`config.mk`:
```
export PLATFORM = sky130hd
export DESIGN_NAME = aar_div
export DESIGN_NICKNAME = d
export VERILOG_FILES = /design/src/rtl/core/aar_pkg.sv /design/src/rtl/core/aar_div.sv
export SDC_FILE = /design/constraint.sdc
export NUM_CORES = 1
export LEC_CHECK = 0
export BUFFER_PORTS_ARGS = -buffer_cell sky130_fd_sc_hd__buf_2
export CORE_MARGIN = 3
export CORE_UTILIZATION = 55
export CTS_CLUSTER_SIZE = 30
export DETAILED_ROUTE_END_ITERATION = 7
export MAX_ROUTING_LAYER = met4
export PLACE_DENSITY = 0.74
export SYNTH_ARGS = -nofsm -noshare
export SYNTH_HDL_FRONTEND = slang
export SYNTH_SLANG_ARGS = --single-unit
```
`constraint.sdc`:
```
create_clock -name clk -period 4.7 [get_ports clk]
set_input_delay 0.47 -clock clk [delete_from_list [all_inputs] [get_ports clk]]
set_output_delay 0.47 -clock clk [all_outputs]
set_load 0.005 [all_outputs]
```
`src/rtl/core/aar_pkg.sv`:
```
`timescale 1ns / 1ps
`default_nettype none

package aar_pkg;

    localparam int MAX_WIDTH_DEF  = 256;
    localparam int MAX_HEIGHT_DEF = 256;
    localparam int FRAC_BITS_DEF  = 16;

    localparam int SIZE_W  = 9;
    localparam int COLOR_W = 8;
    localparam int COORD_W = 8;
    localparam int PIXEL_W = 3 * COLOR_W;

    localparam logic [SIZE_W-1:0] SIZE_RESET = SIZE_W'(256);

    // the reciprocal is multiplied in chunks of 2**CHUNK_LOG bits
    localparam int CHUNK_LOG = 4;
    localparam int CHUNK_W   = 1 << CHUNK_LOG;

    typedef enum logic [1:0] {
        REG_SRC_WIDTH  = 2'd0,
        REG_SRC_HEIGHT = 2'd1,
        REG_DST_WIDTH  = 2'd2,
        REG_DST_HEIGHT = 2'd3
    } cfg_index_t;

    typedef enum logic {
        MODE_LOAD    = 1'b0,
        MODE_COMPUTE = 1'b1
    } mode_t;

    typedef struct packed {
        logic busy;
        logic done;
    } div_stat_t;

endpackage

`default_nettype wire

```
`src/rtl/core/aar_div.sv`:
```
`timescale 1ns / 1ps
`default_nettype none

// Restoring divider, one quotient bit per cycle.
module aar_div #(
    parameter int NUM_W = 33,
    parameter int DEN_W = 36
) (
    input  wire logic                clk,
    input  wire logic                rst_n,
    input  wire logic                start,
    input  wire logic [NUM_W-1:0]    num,
    input  wire logic [DEN_W-1:0]    den,
    output logic      [NUM_W-1:0]    quot,
    output aar_pkg::div_stat_t       stat
);

    localparam int CNT_W = $clog2(NUM_W + 1);

    logic [NUM_W-1:0] qn_reg;
    logic [DEN_W-1:0] rem_reg;
    logic [DEN_W-1:0] den_reg;
    logic [CNT_W-1:0] cnt_reg;
    logic             busy_reg;
    logic             done_reg;

    logic [DEN_W:0]   trial;
    logic             fits;

    assign trial = {rem_reg, qn_reg[NUM_W-1]};
    assign fits  = trial >= {1'b0, den_reg};

    always_ff @(posedge clk or negedge rst_n)
    begin
        if (!rst_n)
        begin
            qn_reg   <= '0;
            rem_reg  <= '0;
            den_reg  <= '0;
            cnt_reg  <= '0;
            busy_reg <= 1'b0;
            done_reg <= 1'b0;
        end
        else
        begin
            done_reg <= 1'b0;
            if (start)
            begin
                qn_reg   <= num;
                rem_reg  <= '0;
                den_reg  <= den;
                cnt_reg  <= CNT_W'(NUM_W);
                busy_reg <= 1'b1;
            end
            else if (busy_reg)
            begin
                // shift the numerator out, the quotient bit in
                qn_reg  <= {qn_reg[NUM_W-2:0], fits};
                rem_reg <= fits ? DEN_W'(trial - {1'b0, den_reg}) : trial[DEN_W-1:0];
                cnt_reg <= cnt_reg - CNT_W'(1);
                if (cnt_reg == CNT_W'(1))
                begin
                    busy_reg <= 1'b0;
                    done_reg <= 1'b1;
                end
            end
        end
    end

    assign quot      = qn_reg;
    assign stat.busy = busy_reg;
    assign stat.done = done_reg;

endmodule

`default_nettype wire
```
==> results of run 1 <==
layout by cell type, fill, tap and decap left out, types with 6 or more instances in the layout:
| cell | count |
|---|---|
| o21a_1 | 8 |
| a311oi_1 | 25 |
| a21o_1 | 20 |
| nor3_1 | 6 |
| ha_1 | 38 |
| nor2_1 | 61 |
| a21oi_1 | 34 |
| xor2_1 | 8 |
| clkbuf_16 | 17 |
| o31ai_1 | 7 |
| nand4_1 | 13 |
| o21ai_1 | 11 |
| or3_1 | 6 |
| inv_1 | 49 |
| mux2i_1 | 35 |
| nand2_1 | 136 |
| a211oi_1 | 8 |
| and3_1 | 6 |
| nand3_1 | 15 |
| nor2b_1 | 9 |
| o21ai_0 | 92 |
| dfrtp_1 | 112 |
| buf_4 | 9 |
| inv_6 | 6 |
| xnor2_1 | 15 |
| buf_2 | 104 |
| a31oi_1 | 13 |
report_power, final:
group | total [mW] | internal [mW] | switching [mW]
logic | 2.21 | 0.931 | 1.28
registers | 1.40 | 1.18 | 0.211
clock network | 1.29 | 0.793 | 0.500
total | 4.90 | 2.91 | 1.99
worst max path at each step:
stage               depth (start not counted)        from           to
finish                                     11  den_reg[1]  rem_reg[19]
floorplan                                  11    quot[32]  rem_reg[30]
global placement                           11  den_reg[1]  rem_reg[22]
detailed placement                         11  den_reg[1]  rem_reg[19]
global route                               11  den_reg[1]  rem_reg[19]
CTS                                        11  den_reg[1]  rem_reg[19]
cell type report:
type	instances	area share, %
well taps	172	2.55
multi-input cells	636	47.7
flip-flops and latches	113	33.5
clock inverters	15	2.04
clock buffers	17	5.04
repair buffers	113	6.96
inverters	49	2.18
through the flow:
stage	instances	hold slack (ns)	utilization (%)
2_1_floorplan	857	0.174	-
3_3_place_gp	1083	0.499	61.5
3_5_place_dp	1083	0.524	61.5
4_1_cts	1115	0.143	66.1
5_1_grt	1115	0.172	66.1
6_report	1115	0.127	66.1
routing by layer:
layer / global-route usage, % / part of all wire, % / up-vias
met3: 5.83 / 4.9 / 25
met2: 36.8 / 45 / 137
met4: 8.40 / 1.8 / 0
li1: - / - / 3183
met5: - / 0 / -
met1: 32.8 / 48 / 2967
kinds of logic after synthesis:
family / count (synthesis)
simple gates: 284
fa+ha+maj: 39
compound gates: 250
buf+inv: 108
mux: 40
xor+xnor: 23
flops: 113
==> impl_metrics.toml, run 1 <==
[synth]
synth_cells = 857
synth_area_sq_um = 7300
synth-edff-count = 0
synth_compound_area_share_pct = 22.2
synth_top_cell_by_area = "dfrtp_1"
syn_nets = 968
synth_top_area_share_pct = 38.7
ys_seq_elements = 113
synth.top_cells.by_count = "nand2_1, dfrtp_1, o21ai_0"
synth_xor_area_share_pct = 2.76
synthSimpleGateAreaFrac_pct = 17.8
synthAdderAreaFrac_pct = 6.79
synth_top_flop_cell = "dfrtp_1"
postSynthAreaPerCell_sq_um = 8.52
synth_most_common_cell = "nand2_1"
yosysSeqAreaShare_pct = 38.7
async_reset_ff_share_pct = 100
yosys-top-cells-area = "dfrtp_1, nand2_1, ha_1, o21ai_0, mux2i_1"
ys_warn_count = 0
synth_top_family_by_area = "compound AO/OA/AOI/OAI gates"
yosysUniqueCellTypes = 66
synthMuxAreaShare_pct = 5.67

[critical_path]
cp_slowest_cell = "and3_1"
cp_slowest_stage_delay_ns = 0.65
cp.buffers_inverters = 2
cp.required_ns = 5.02
crit_fanout = 17
crit_arrival_ns = 3.78
r2r_end = "rem_reg[19]"
ff2ff_setup_slack_ns = 1.24
worstReg2RegStart = "den_reg[1]"
crit_chain = "inv_1 -> ha_1 -> nor2b_1 -> o31a_1 -> o31ai_1 -> a211o_1 -> a21bo_2 -> and3_1 -> buf_4 -> nand2_1 -> a311oi_1"
reg2regPathDepth = 11
worstSetupPathType = "flip-flop to flip-flop"
crit_path_end_kind = "flip-flop"
crit_family = "compound AO/OA/AOI/OAI gates"
start_kind = "flip-flop"

[finish]
multi_input_area_sq_um = 4030
drive_above_1_share_pct = 17.2
fill_cells = 1095
postLayoutCellArea_sq_um = 8450
n_antenna_cell = 0
syn_to_final_growth_pct = 15.7
fin_nets = 1041
layout.area.seq_sq_um = 2830

[global_route]
antenna_found_initial = 0
grt_pass1_wl_mm = 28.3
track_usage_pct = 24.5
grt_pass1_vias = 5962
overflow = 0
grt_max_degree = 99

[placed_design]
io_buffers = 106
placedInstanceArea_sq_um = 7850
gp_congestion = 0.893
hpwlAfterDp_mm = 11.7
pre_cts_ws_ns = 1.20

[flow_run]
drv_cap = 0

[route]
ant_nets = 0
drt_first_iter_violations = 415
post_drt_wl_per_cell_um = 14.9
dr.pass1.iters = 4
vias = 6312
viasPerCell = 5.66
drc = 0
wl_mm = 16.7

[sta]
fmax_ghz = 0.289
relSlewSlack_pct = 34.6
grt_setup_unrepaired = "no"
slew_violations = 0
hold_viol_final = 0
finalCriticalPeriod_ns = 3.46
worst_pin_slew_ns = 0.981
fin_ws_ns = 1.24
setup_viol = 0
tns_ns = 0
finalClockSkew_ns = 0.00526
period_share_pct = 73.7

[clock_network]
clkTransAtPathRegs_ns = 0.05
hold_buffers = 0
cts_made_buffers = 17
cts_tree = "done"
clk-insertion-delay-late_ns = 0.42
cts-root-buf = "clkbuf_16"
cts_resized = 0
post_cts_buffers = 0
clockBufferDepth = 2
cts_sinks = 113
htreeDepth = 4

[die]
ios = 107
rows = 41
coreArea_sq_um = 12800
dieArea_sq_um = 14700
die_w_um = 121
start_util_pct = 57.2
fp.dieH_um = 121

[power]
p_per_area_nw_per_um2 = 580
total_power_mw = 4.90
p_leak_nw = 4.26
vdd_drop_max_uv = 301

[outcome]
status = "finished clean"

[min_path]
hold_class = "input port to async pin"
(Power assumes the default switching activity.)
==> run 2: changes to the inputs <==
Settings changed: CORE_UTILIZATION 55 to 53, PLACE_DENSITY 0.74 to 0.75.
Clock period 4.7 ns to 2.8 ns, I/O delays scaled along.
==> run 2 against run 1 <==
  * Combinational power is 120% higher
  * Design area increased by 9.7%
  * Register-to-register slack worse by 1.2 ns
  * Via count increased by 6.5%
  * Fmax is 24% higher
  * First-iteration DRC count increased by 11%
  * Sequential share of layout area fell by 3.0 points
  * Clock power grew 64%
  * Critical path depth decreased by 1
  * Wire length increased by 10%
  * Clock-buffer cell count up 2
==> impl_metrics.toml, run 2 (synthesis gave the netlist of run 1 again) <==
[global_route]
antenna_found_initial = 0
grt_pass1_vias = 6304
grt_pass1_wl_mm = 29.9
grt_max_degree = 65
track_usage_pct = 25.0
overflow = 0

[power]
p_clk_share_pct = 22.8
vdd_drop_max_uv = 568
seqPwrFrac_pct = 25.1
switching_power_mw = 3.75
p_per_area_nw_per_um2 = 999
internal_power_mw = 5.50
p_leak_nw = 4.59
power_switching_share_pct = 40.5
combPwrFrac_pct = 52.2

[die]
start_util_pct = 54.7
dieArea_sq_um = 15200
fp.dieH_um = 123
coreArea_sq_um = 13300
die_w_um = 123
ios = 107
rows = 42

[route]
wl_mm = 18.4
vias = 6720
drc = 0
dr.pass1.iters = 5
ant_nets = 0
viasPerCell = 5.70
drt_first_iter_violations = 461
post_drt_wl_per_cell_um = 15.6

[sta]
hold_viol_final = 0
grt_setup_unrepaired = "yes"
period_share_pct = 99.4
tns_ns = 0
setup_viol = 0
slew_violations = 0
finalCriticalPeriod_ns = 2.78
whs_ns = 0.0614
relSlewSlack_pct = 61.0
worst_pin_slew_ns = 0.577
fin_ws_ns = 0.0163
finalClockSkew_ns = 0.0111
fmax_ghz = 0.359

[critical_path]
crit_chain = "ha_4 -> fa_2 -> nor2b_4 -> o2111ai_4 -> a311o_1 -> o31ai_4 -> a21oi_2 -> or4_1 -> a31oi_1 -> o221a_1"
cp_slowest_cell = "dfrtp_1"
cp_slowest_stage_delay_ns = 0.41
crit_end = "rem_reg[30]"
worstSetupPathType = "flip-flop to flip-flop"
crit_path_end_kind = "flip-flop"
start_kind = "flip-flop"
startpoint = "den_reg[0]"
ff2ff_setup_slack_ns = 0.02
worstReg2RegStart = "den_reg[0]"
cp.required_ns = 3.16
reg2regPathDepth = 10
crit_fanout = 2
r2r_end = "rem_reg[30]"
crit_arrival_ns = 3.15

[finish]
final_common_cell = "nand2_1"
fin_nets = 1100
final_cell_mix = "nand2_1, dfrtp_1, buf_2"
syn_to_final_growth_pct = 27.0
layout.cells.non_filler = 1178
n_antenna_cell = 0
drive_above_1_share_pct = 26.5
fill_cells = 1084
postLayoutCellArea_sq_um = 9270

[clock_network]
htreeDepth = 4
clk-insertion-delay-late_ns = 0.42
cts_tree = "done"
cts-root-buf = "clkbuf_16"
cts_made_buffers = 17
cts_sinks = 113
clkTransAtPathRegs_ns = 0.06
clockBufferDepth = 2

[placed_design]
gp_congestion = 0.907
hpwlAfterDp_mm = 12.1
io_buffers = 106
pre_cts_ws_ns = -0.153
post-place-cells = 1124
placedInstanceArea_sq_um = 8170

[outcome]
status = "finished clean"

[flow_run]
drv_cap = 0

[min_path]
hold_class = "input port to flip-flop"
==> run 2: how the worst min path moves through the flow <==
stage	slack, ns	from	end	depth (start not counted)
after global routing	0.05	num[14]	quot[14]	3
after CTS	0.04	num[1]	quot[1]	3
after floorplan	-0.02	rst_n	busy_reg	0
after global placement	0.18	rst_n	den_reg[19]	1
after detailed placement	0.18	rst_n	den_reg[19]	1
final	0.06	den[7]	den_reg[7]	3
==> run 2: power by group through the flow <==
stage | Clock, mW | Sequential, mW | Combinational, mW
2_1_floorplan | 0 | 2.22 | 2.99
3_3_place_gp | 0 | 2.30 | 4.02
3_5_place_dp | 0 | 2.31 | 4.06
4_1_cts | 2.14 | 2.30 | 4.27
5_1_grt | 2.23 | 2.37 | 5.32
6_report | 2.11 | 2.32 | 4.83
==> run 2: cell type report <==
cell class / instances / area [sq um] / area share [%]
tap: 176 / 220 / 2.38
sequential: 113 / 2830 / 30.5
timing repair buffer: 172 / 1100 / 11.9
clock inverter: 13 / 128 / 1.38
multi-input combinational: 636 / 4360 / 47.0
inverter: 49 / 184 / 1.98
clock buffer: 19 / 453 / 4.89
==> run 2: metal layers <==
layer	GRT usage [%]	vias to the layer above	wire, um
li1	-	3308	-
met3	6.08	23	921
met2	37.0	175	8790
met4	7.13	0	258
met5	-	-	0
met1	34.3	3214	8420
==> run 2: repair_timing <==
item,CTS,global route
hold buffers,1,0
buffers inserted,9,14
pin swaps,23,32
setup endpoints to repair,11,27
hold endpoints to repair,18,0
resized for setup,24,44
cloned,0,1
==> run 2: critical path, delay by kind of cell, from the launching register on <==
kind | cells | cell delay, ns
AO/OA/AOI/OAI | 6 | 1.19
AND/OR/NAND/NOR | 2 | 0.57
flip-flops | 1 | 0.41
adder cells (fa/ha/maj) | 2 | 0.54
==> run 2: metrics by stage <==
stage / utilization [%] / power (mW)
floorplan: - / 5.20
global placement: 61.2 / 6.32
detailed placement: 61.2 / 6.37
CTS: 67.1 / 8.72
global route: 69.5 / 9.92
finish: 69.5 / 9.26
